## config.mk

```make
export PLATFORM = sky130hd
export DESIGN_NAME = http_message_tokenizer_unit
export DESIGN_NICKNAME = d
export VERILOG_FILES = /design/src/rtl/hmt_pkg.sv /design/src/rtl/hmt_front.sv /design/src/rtl/hmt_queue.sv /design/src/rtl/hmt_back.sv /design/src/rtl/http_message_tokenizer_unit.sv
export VERILOG_INCLUDE_DIRS = /design/src /design/src/rtl
export SDC_FILE = /design/constraint.sdc
export NUM_CORES = 1
export LEC_CHECK = 0
export BUFFER_PORTS_ARGS = -buffer_cell sky130_fd_sc_hd__clkbuf_2
export CORE_ASPECT_RATIO = 0.6
export CORE_MARGIN = 8
export CORE_UTILIZATION = 55
export DETAILED_ROUTE_END_ITERATION = 7
export GPL_ROUTABILITY_DRIVEN = 0
export GPL_TIMING_DRIVEN = 0
export PLACE_DENSITY = 0.72
export SLEW_MARGIN = 10
export SYNTH_ARGS = -nofsm -noshare
export SYNTH_HDL_FRONTEND = slang
export SYNTH_HIERARCHICAL = 1
export SYNTH_SLANG_ARGS = --single-unit
```

## constraint.sdc

```tcl
create_clock -name clk -period 11 [get_ports clk]
set_input_delay 2.2 -clock clk [delete_from_list [all_inputs] [get_ports clk]]
set_output_delay 2.2 -clock clk [all_outputs]
set_load 0.02 [all_outputs]
```

## src/rtl/http_message_tokenizer_unit_macros.svh

```systemverilog
// Assertion macros shared by the tokenizer RTL files.
// Each macro expects signals named clk and rst_n in the module that uses it.
`ifndef HTTP_MESSAGE_TOKENIZER_UNIT_MACROS_SVH
`define HTTP_MESSAGE_TOKENIZER_UNIT_MACROS_SVH

// Same-cycle implication, checked outside of reset.
`define HMT_ASSERT_NOW(lbl, ante, cons, msg) \
  lbl: assert property (@(posedge clk) disable iff (!rst_n) (ante) |-> (cons)) \
    else $error(msg);

// Next-cycle implication, checked outside of reset.
`define HMT_ASSERT_NEXT(lbl, ante, cons, msg) \
  lbl: assert property (@(posedge clk) disable iff (!rst_n) (ante) |=> (cons)) \
    else $error(msg);

`endif

```

## src/rtl/hmt_pkg.sv

```systemverilog
// Types and constants shared by the HTTP message tokenizer modules.
// No dependencies.
package hmt_pkg;

  typedef enum logic [1:0] {
    PH_START  = 2'd0,
    PH_HEADER = 2'd1,
    PH_BODY   = 2'd2,
    PH_ERROR  = 2'd3
  } phase_t;

  typedef enum logic [1:0] {
    ST_OK         = 2'd0,
    ST_BAD_START  = 2'd1,
    ST_BAD_HEADER = 2'd2,
    ST_NO_EOL     = 2'd3
  } status_t;

  typedef enum logic [2:0] {
    KIND_FIELD0 = 3'd0,
    KIND_FIELD1 = 3'd1,
    KIND_FIELD2 = 3'd2,
    KIND_NAME   = 3'd3,
    KIND_VALUE  = 3'd4,
    KIND_BODY   = 3'd5,
    KIND_DONE   = 3'd6
  } kind_t;

  localparam logic [7:0] CH_CR    = 8'd13;
  localparam logic [7:0] CH_LF    = 8'd10;
  localparam logic [7:0] CH_SP    = 8'd32;
  localparam logic [7:0] CH_COLON = 8'd58;

  localparam int QUEUE_DEPTH = 4;

  typedef struct packed {
    kind_t       kind;
    logic [15:0] start;
    logic [15:0] length;
    status_t     status;
    logic        last;
  } rec_t;

  // One queue entry holds everything a single byte produced.
  typedef struct packed {
    logic two;
    rec_t rec0;
    rec_t rec1;
  } work_t;

endpackage

```

## src/rtl/hmt_front.sv

```systemverilog
// Front end: accepts message bytes, tracks the parse state and builds records.
// Depends on hmt_pkg and the assertion macro header.
`include "http_message_tokenizer_unit_macros.svh"

module hmt_front #(
  parameter int OFFSET_BITS = 16
) (
  input  logic           clk,
  input  logic           rst_n,
  input  logic           in_valid,
  output logic           in_ready,
  input  logic [7:0]     in_data_byte,
  input  logic           in_last_byte,
  output logic           push,
  output hmt_pkg::work_t push_item,
  input  logic           q_ready
);
  import hmt_pkg::*;

  typedef logic [OFFSET_BITS-1:0] off_t;
  localparam off_t OMAX = {OFFSET_BITS{1'b1}};

  function automatic off_t span_f(off_t a, off_t b);
    return (b > a) ? off_t'(b - a) : '0;
  endfunction

  phase_t     phase_r, phase_nxt, ph_step;
  off_t       pos_r, pos_nxt;
  off_t       tb_r, tb_nxt, tb_step;
  off_t       lb_r, lb_nxt, lb_step;
  logic [1:0] sp_r, sp_nxt, sp_step;
  logic       cr_r, cr_nxt, cr_step;
  logic       col_r, col_nxt, col_step;
  status_t    err_r, err_nxt, err_step;

  logic       accept;
  logic       tok_emit, tok_to_end, body_emit;
  kind_t      tok_kind;
  off_t       p_inc, p_dec;
  logic       active, is_crlf, line_short;
  rec_t       tok_rec, body_rec, done_rec;
  status_t    done_status;

  assign in_ready = q_ready;
  assign accept   = in_valid && q_ready;

  assign p_inc      = (pos_r == OMAX) ? pos_r : off_t'(pos_r + 1'b1);
  assign p_dec      = (pos_r == '0) ? '0 : off_t'(pos_r - 1'b1);
  assign active     = (phase_r == PH_START) || (phase_r == PH_HEADER);
  assign is_crlf    = cr_r && (in_data_byte == CH_LF);
  assign line_short = (pos_r <= lb_r) || (off_t'(pos_r - lb_r) == off_t'(1));

  // Next state.
  always_comb begin
    ph_step    = phase_r;
    tb_step    = tb_r;
    lb_step    = lb_r;
    sp_step    = sp_r;
    cr_step    = cr_r;
    col_step   = col_r;
    err_step   = err_r;
    tok_emit   = 1'b0;
    tok_kind   = KIND_FIELD0;
    tok_to_end = 1'b0;
    if (active) begin
      if (is_crlf) begin
        cr_step  = 1'b0;
        col_step = 1'b0;
        if (phase_r == PH_START) begin
          if (sp_r >= 2'd2) begin
            tok_emit   = 1'b1;
            tok_kind   = KIND_FIELD2;
            tok_to_end = 1'b1;
            ph_step    = PH_HEADER;
          end else begin
            ph_step  = PH_ERROR;
            err_step = ST_BAD_START;
          end
        end else if (line_short) begin
          ph_step = PH_BODY;
        end else if (sp_r != 2'd0) begin
          tok_emit   = 1'b1;
          tok_kind   = KIND_VALUE;
          tok_to_end = 1'b1;
        end else begin
          ph_step  = PH_ERROR;
          err_step = ST_BAD_HEADER;
        end
        lb_step = p_inc;
        tb_step = p_inc;
        sp_step = 2'd0;
      end else begin
        cr_step = (in_data_byte == CH_CR);
        if (phase_r == PH_START) begin
          if ((in_data_byte == CH_SP) && (sp_r < 2'd2)) begin
            tok_emit = 1'b1;
            tok_kind = (sp_r == 2'd0) ? KIND_FIELD0 : KIND_FIELD1;
            tb_step  = p_inc;
            sp_step  = sp_r + 2'd1;
          end
        end else if (col_r && (in_data_byte == CH_SP) && (sp_r == 2'd0)) begin
          tok_emit   = 1'b1;
          tok_kind   = KIND_NAME;
          tok_to_end = 1'b1;
          tb_step    = p_inc;
          sp_step    = 2'd1;
          col_step   = 1'b0;
        end else begin
          col_step = (in_data_byte == CH_COLON) && (sp_r == 2'd0);
        end
      end
    end

    if (in_last_byte) begin
      phase_nxt = PH_START;
      pos_nxt   = '0;
      tb_nxt    = '0;
      lb_nxt    = '0;
      sp_nxt    = 2'd0;
      cr_nxt    = 1'b0;
      col_nxt   = 1'b0;
      err_nxt   = ST_OK;
    end else begin
      phase_nxt = ph_step;
      pos_nxt   = p_inc;
      tb_nxt    = tb_step;
      lb_nxt    = lb_step;
      sp_nxt    = sp_step;
      cr_nxt    = cr_step;
      col_nxt   = col_step;
      err_nxt   = err_step;
    end
  end

  // Record outputs.
  always_comb begin
    body_emit = in_last_byte && (ph_step == PH_BODY);

    case (ph_step)
      PH_BODY:  done_status = ST_OK;
      PH_ERROR: done_status = err_step;
      default:  done_status = ST_NO_EOL;
    endcase

    tok_rec.kind   = tok_kind;
    tok_rec.start  = 16'(tb_r);
    tok_rec.length = 16'(span_f(tb_r, tok_to_end ? p_dec : pos_r));
    tok_rec.status = ST_OK;
    tok_rec.last   = 1'b0;

    body_rec.kind   = KIND_BODY;
    body_rec.start  = 16'(tb_step);
    body_rec.length = 16'(span_f(tb_step, p_inc));
    body_rec.status = ST_OK;
    body_rec.last   = 1'b0;

    done_rec.kind   = KIND_DONE;
    done_rec.start  = 16'd0;
    done_rec.length = 16'(p_inc);
    done_rec.status = done_status;
    done_rec.last   = 1'b1;

    push_item.rec0 = tok_emit ? tok_rec : (body_emit ? body_rec : done_rec);
    push_item.rec1 = done_rec;
    push_item.two  = (tok_emit || body_emit) && in_last_byte;
    push           = accept && (tok_emit || in_last_byte);
  end

  always_ff @(posedge clk) begin
    if (!rst_n) begin
      phase_r <= PH_START;
      pos_r   <= '0;
      tb_r    <= '0;
      lb_r    <= '0;
      sp_r    <= 2'd0;
      cr_r    <= 1'b0;
      col_r   <= 1'b0;
      err_r   <= ST_OK;
    end else if (accept) begin
      phase_r <= phase_nxt;
      pos_r   <= pos_nxt;
      tb_r    <= tb_nxt;
      lb_r    <= lb_nxt;
      sp_r    <= sp_nxt;
      cr_r    <= cr_nxt;
      col_r   <= col_nxt;
      err_r   <= err_nxt;
    end
  end

  `HMT_ASSERT_NEXT(a_last_clears, accept && in_last_byte, (pos_r == '0) && (phase_r == PH_START), "state not cleared after last byte")
  `HMT_ASSERT_NOW(a_error_quiet, accept && (phase_r == PH_ERROR), !tok_emit, "token emitted in error phase")

endmodule

```

## src/rtl/hmt_queue.sv

```systemverilog
// Short queue of per-byte work entries between the front and back ends.
// Depends on hmt_pkg and the assertion macro header.
`include "http_message_tokenizer_unit_macros.svh"

module hmt_queue (
  input  logic           clk,
  input  logic           rst_n,
  input  logic           push,
  input  hmt_pkg::work_t push_item,
  output logic           q_ready,
  input  logic           pop,
  output logic           q_valid,
  output hmt_pkg::work_t q_item
);
  import hmt_pkg::*;

  localparam int AW = $clog2(QUEUE_DEPTH);

  work_t         mem [QUEUE_DEPTH];
  logic [AW-1:0] wr_ptr_r, wr_ptr_nxt;
  logic [AW-1:0] rd_ptr_r, rd_ptr_nxt;
  logic [AW:0]   count_r, count_nxt;

  assign q_ready = (count_r < (AW+1)'(QUEUE_DEPTH));
  assign q_valid = (count_r != '0);
  assign q_item  = mem[rd_ptr_r];

  always_comb begin
    wr_ptr_nxt = push ? AW'(wr_ptr_r + 1'b1) : wr_ptr_r;
    rd_ptr_nxt = pop ? AW'(rd_ptr_r + 1'b1) : rd_ptr_r;
    count_nxt  = count_r;
    if (push && !pop) begin
      count_nxt = count_r + 1'b1;
    end else if (pop && !push) begin
      count_nxt = count_r - 1'b1;
    end
  end

  always_ff @(posedge clk) begin
    if (push) begin
      mem[wr_ptr_r] <= push_item;
    end
  end

  always_ff @(posedge clk) begin
    if (!rst_n) begin
      wr_ptr_r <= '0;
      rd_ptr_r <= '0;
      count_r  <= '0;
    end else begin
      wr_ptr_r <= wr_ptr_nxt;
      rd_ptr_r <= rd_ptr_nxt;
      count_r  <= count_nxt;
    end
  end

  `HMT_ASSERT_NOW(a_count_bound, 1'b1, count_r <= (AW+1)'(QUEUE_DEPTH), "queue count beyond depth")

endmodule

```

## src/rtl/hmt_back.sv

```systemverilog
// Back end: sends the records of queue entries one per cycle unless stalled.
// Depends on hmt_pkg and the assertion macro header.
`include "http_message_tokenizer_unit_macros.svh"

module hmt_back (
  input  logic           clk,
  input  logic           rst_n,
  input  logic           q_valid,
  input  hmt_pkg::work_t q_item,
  output logic           pop,
  output logic           out_valid,
  input  logic           out_ready,
  output hmt_pkg::rec_t  out_rec
);
  import hmt_pkg::*;

  logic out_valid_r, out_valid_nxt;
  rec_t out_rec_r, out_rec_nxt;
  logic sec_valid_r, sec_valid_nxt;
  rec_t sec_r, sec_nxt;
  logic can_adv;

  assign can_adv   = !out_valid_r || out_ready;
  assign pop       = can_adv && !sec_valid_r && q_valid;
  assign out_valid = out_valid_r;
  assign out_rec   = out_rec_r;

  always_comb begin
    out_valid_nxt = out_valid_r;
    out_rec_nxt   = out_rec_r;
    sec_valid_nxt = sec_valid_r;
    sec_nxt       = sec_r;
    if (can_adv) begin
      if (sec_valid_r) begin
        out_valid_nxt = 1'b1;
        out_rec_nxt   = sec_r;
        sec_valid_nxt = 1'b0;
      end else if (q_valid) begin
        out_valid_nxt = 1'b1;
        out_rec_nxt   = q_item.rec0;
        sec_valid_nxt = q_item.two;
        sec_nxt       = q_item.rec1;
      end else begin
        out_valid_nxt = 1'b0;
      end
    end
  end

  always_ff @(posedge clk) begin
    out_rec_r <= out_rec_nxt;
    sec_r     <= sec_nxt;
  end

  always_ff @(posedge clk) begin
    if (!rst_n) begin
      out_valid_r <= 1'b0;
      sec_valid_r <= 1'b0;
    end else begin
      out_valid_r <= out_valid_nxt;
      sec_valid_r <= sec_valid_nxt;
    end
  end

  `HMT_ASSERT_NOW(a_second_behind_first, sec_valid_r, out_valid_r, "second record pending without a shown first")

endmodule

```

## src/rtl/http_message_tokenizer_unit.sv

```systemverilog
// Top level of the HTTP/1.0 message tokenizer: front end, work queue, back end.
// Depends on hmt_pkg, hmt_front, hmt_queue and hmt_back.
//
//   channel   direction  handshake              payload
//   in_       input      in_valid / in_ready    in_data_byte, in_last_byte
//   out_      output     out_valid / out_ready  out_token_kind, out_token_start,
//                                               out_token_length, out_parse_status,
//                                               out_last_result
//
// The front end takes one byte every cycle while the work queue has room.
// A byte yields zero, one or two records; the back end sends one record per cycle
// while out_ready is high, so a byte that closes a token and also ends the message
// has two records to send. Records pass through the queue and the output register.
// Reset (rst_n low at a clock edge) returns the parse state to the start line
// and empties the queue and the output register.
// A stall on the output fills the four-entry queue, after which in_ready drops.
module http_message_tokenizer_unit #(
  parameter int OFFSET_BITS = 16
) (
  input  logic        clk,
  input  logic        rst_n,
  input  logic        in_valid,
  output logic        in_ready,
  input  logic [7:0]  in_data_byte,
  input  logic        in_last_byte,
  output logic        out_valid,
  input  logic        out_ready,
  output logic [2:0]  out_token_kind,
  output logic [15:0] out_token_start,
  output logic [15:0] out_token_length,
  output logic [1:0]  out_parse_status,
  output logic        out_last_result
);
  import hmt_pkg::*;

  // Work entries leaving the front end, one per byte that produces a record.
  logic  push;
  work_t push_item;
  logic  q_ready;

  // Entries handed from the queue to the back end.
  logic  pop;
  logic  q_valid;
  work_t q_item;

  rec_t  out_rec;

  hmt_front #(
    .OFFSET_BITS(OFFSET_BITS)
  ) u_front (
    .clk         (clk),
    .rst_n       (rst_n),
    .in_valid    (in_valid),
    .in_ready    (in_ready),
    .in_data_byte(in_data_byte),
    .in_last_byte(in_last_byte),
    .push        (push),
    .push_item   (push_item),
    .q_ready     (q_ready)
  );

  hmt_queue u_queue (
    .clk      (clk),
    .rst_n    (rst_n),
    .push     (push),
    .push_item(push_item),
    .q_ready  (q_ready),
    .pop      (pop),
    .q_valid  (q_valid),
    .q_item   (q_item)
  );

  hmt_back u_back (
    .clk      (clk),
    .rst_n    (rst_n),
    .q_valid  (q_valid),
    .q_item   (q_item),
    .pop      (pop),
    .out_valid(out_valid),
    .out_ready(out_ready),
    .out_rec  (out_rec)
  );

  // The record register drives the result fields directly.
  assign out_token_kind   = out_rec.kind;
  assign out_token_start  = out_rec.start;
  assign out_token_length = out_rec.length;
  assign out_parse_status = out_rec.status;
  assign out_last_result  = out_rec.last;

endmodule

```

==> results.yml <==
floorplan:
  start_util_pct: 55.5
  die_x_um: 272
  dieArea_sq_um: 46000
  coreArea_sq_um: 38900
  dieHeight_um: 169
  core.rowCount: 56
  io_pins: 53
worst_hold_path:
  hp-class: "flop to flop"
logic_synthesis:
  synth.avg_cell_area_sq_um: 13.7
  netlist_area_sq_um: 21600
  syn_inst: 1572
  synth_ff_type: "edfxtp_1"
  ys_ff_latch: 451
  ys_async_sr_fraction_pct: 0
  yosysSeqAreaShare_pct: 59.7
  synth_cell_type_count: 83
  synth-edff-count: 384
  yosysWarnings: 6
sta:
  worst_clock_skew_ns: 0.0228
  setup_viol: 0
  rsz0062_at_grt: "no"
  tightestPinTransition_ns: 1.13
  post-route-min-period_ns: 8.03
  max_slew_margin_pct: 23.7
  tns_ns: 0
  hold_viol_final: 0
  drv_slew: 0
  fmax_ghz: 0.125
  post-route-period-util_pct: 73.0
global_routing:
  antenna_found_initial: 0
  grt_max_degree: 44
  grt_pass1_vias: 12940
  grt_pass1_wl_mm: 78.9
  overflow: 0
  grt_usage_pct: 22.2
placed_design:
  portBuffers: 52
  place_inst: 2173
  hpwl_mm: 36.8
clock_network:
  cts_buffer_depth: 3
  htreeDepth: 2
  numClockSinks: 451
  clk_latency_ns: 0.56
  clkTransAtPathRegs_ns: 0.07
  cts-root-buf: "clkbuf_16"
  cts_resized: 0
  postCtsSetupBuffers: 0
  hold_buffers: 0
  cts_tree: "done"
  cts_buffers: 41
power_and_ir_drop:
  p_clk_share_pct: 30.0
  ir_worst_vdd_mv: 0.207
  p_int_uw: 3410
  p_seq_share_pct: 46.5
  p_leak_uw: 0.00854
  switchingPower_uw: 1320
  powerDensity_nw_per_um2: 197
  netSwitchingFraction_pct: 28.0
  combPwrFrac_pct: 23.6
finish:
  layout.nets: 1769
  final_cell_mix: "384 x edfxtp_1, 88 x inv_1, 77 x nand2_1, 77 x a21oi_1, 77 x mux4_2"
  final_core_util_pct: 61.9
  area_delta_synth_final_pct: 11.5
  final_common_cell: "edfxtp_1"
  fin_cells: 2249
  drive_gt1_share_pct: 19.0
route:
  highest_layer: "met4"
  drc: 0
  via_count: 13995
  vias_per_cell: 6.22
  antenna_left: 0
  wire_per_inst_um: 23.1
  wl_met2_mm: 21.4
  wl_met3_mm: 6.37
  wl_met1_mm: 23.3
  totalWireLength_mm: 51.8
  dr.pass1.iters: 8
  drt_iter0_drc: 2092
worst_setup_path:
  endpoint_kind: "flop"
  reg2reg_from: "u_front/pos_r[0]"
  critPathKind: "input pin to flop"
  rr_worst_depth: 29
  rrSetupSlack_ns: 3.00
  critPathArrivalTime_ns: 8.22
  setup.worst_path.start: "in_data_byte[4]"
  crit_path_start_kind: "input pin"
  crit_required_ns: 11.19
  r2r-end: "u_queue/mem[0][53]"
  endpoint: "u_queue/mem[0][53]"
  worstPathMaxFanout: 10
job:
  cap_violations: 0
run_status:
  status: "finished, final reports clean"
-- final cells by class --
class	count	area, sq um
clock buffers	57	1140
inverters	88	330
flip-flops and latches	451	12900
clock inverters	18	178
plain buffers	104	663
repair buffers	61	428
multi-input cells	947	7800
well taps	522	653
diodes	1	2.50
fillers	2951	14800
-- cell usage after synthesis, types with 22 or more instances --
library cell    n  area share, %
clkbuf_1       41           0.71
nor2_1         72            1.3
ha_1           58            3.4
buf_4          29            1.0
nor2b_1        45            1.3
o21ai_0        34           0.79
xnor2_1        25            1.0
nand2_1        77            1.3
mux4_2         77            8.0
nor3_1         53            1.2
a21oi_1        77            1.8
o21ai_1        22           0.51
nand3_1        47            1.1
and2_1         25           0.72
edfxtp_1      384             53
mux2_4         40            2.8
nand4_1        25           0.72
inv_1          88            1.5
dfxtp_1        67            6.2
-- per-stage QoR --
step                      hold slack (ns)  setup WS (ns)  power, uW  instance area (sq um)
after floorplan                     0.440           4.44       2990                  21600
after global placement              0.468           2.24       3310                  22600
after detailed placement            0.492           2.88       3350                  22700
after CTS                           0.503           3.42       4770                  24100
after global routing                0.528           2.78       4930                  24100
final                               0.502           2.97       4730                  24100
-- routing by layer --
metal | up-vias | GRT usage, %
met4 | 0 | 4.43
met1 | 6894 | 34.4
met5 | - | 0
li1 | 6231 | -
met3 | 74 | 6.45
met2 | 796 | 30.6
-- state kept, by name (all words and copies together) (netlist names), named ones only --
| register | count |
|---|---|
| u_back/out_rec | 38 |
| u_front/pos_r | 16 |
| u_back/sec_valid_r | 1 |
| u_front/col_r | 1 |
| u_front/sp_r | 2 |
| u_front/err_r | 2 |
| u_queue/count_r | 3 |
| u_front/lb_r | 16 |
| u_back/out_valid | 1 |
| u_back/sec_r | 38 |
| u_queue/mem | 308 |
| u_front/tb_r | 16 |
| u_queue/rd_ptr_r | 2 |
| u_front/cr_r | 1 |
| u_front/phase_r | 2 |
| u_queue/wr_ptr_r | 2 |
-- worst max-delay path: stages --
cell	delay [ns]
clkbuf_2	0.11
nor4_1	0.52
and3_1	0.32
o21ai_0	0.23
o211ai_1	0.28
inv_1	0.13
a31oi_4	0.28
buf_6	0.20
or2_2	0.23
o21a_1	0.14
ha_1	0.15
inv_1	0.05
fa_1	0.41
a21o_1	0.20
a21o_1	0.22
a2111oi_0	0.93
or3_1	0.25
nand3_1	0.13
nand2_1	0.14
a21oi_1	0.26
clkbuf_1	0.36
nand3_1	0.16
nand3_1	0.28
-- power by group through the flow --
stage               clock network, uW  logic [uW]  registers [uW]
floorplan                           0         661            2330
global placement                    0        1050            2260
detailed placement                  0        1120            2230
CTS                              1450        1130            2200
global route                     1520        1190            2220
finish                           1420        1120            2200
-- kinds of logic after synthesis --
group / Yosys count / share of synthesized area (%)
muxes: 129 / 11.4
xor gates and xnor gates: 43 / 1.75
adders and majority gates: 62 / 3.73
AOI/OAI and AO/OA: 277 / 8.78
buffers and inverters: 192 / 4.60
DFF: 451 / 59.7
other: 2 / 0.0348
and+or+nand+nor: 416 / 10.0
-- how the worst min path moves through the flow --
stage | startpoint | to | depth (start not counted)
finish | u_front/col_r | u_front/col_r | 2
global route | u_front/col_r | u_front/col_r | 2
CTS | u_front/col_r | u_front/col_r | 2
detailed placement | u_front/col_r | u_front/col_r | 2
global placement | u_front/err_r[0] | u_front/err_r[0] | 2
floorplan | u_front/err_r[0] | u_front/err_r[0] | 2
Note: power is estimated with default switching activity, not from simulation.
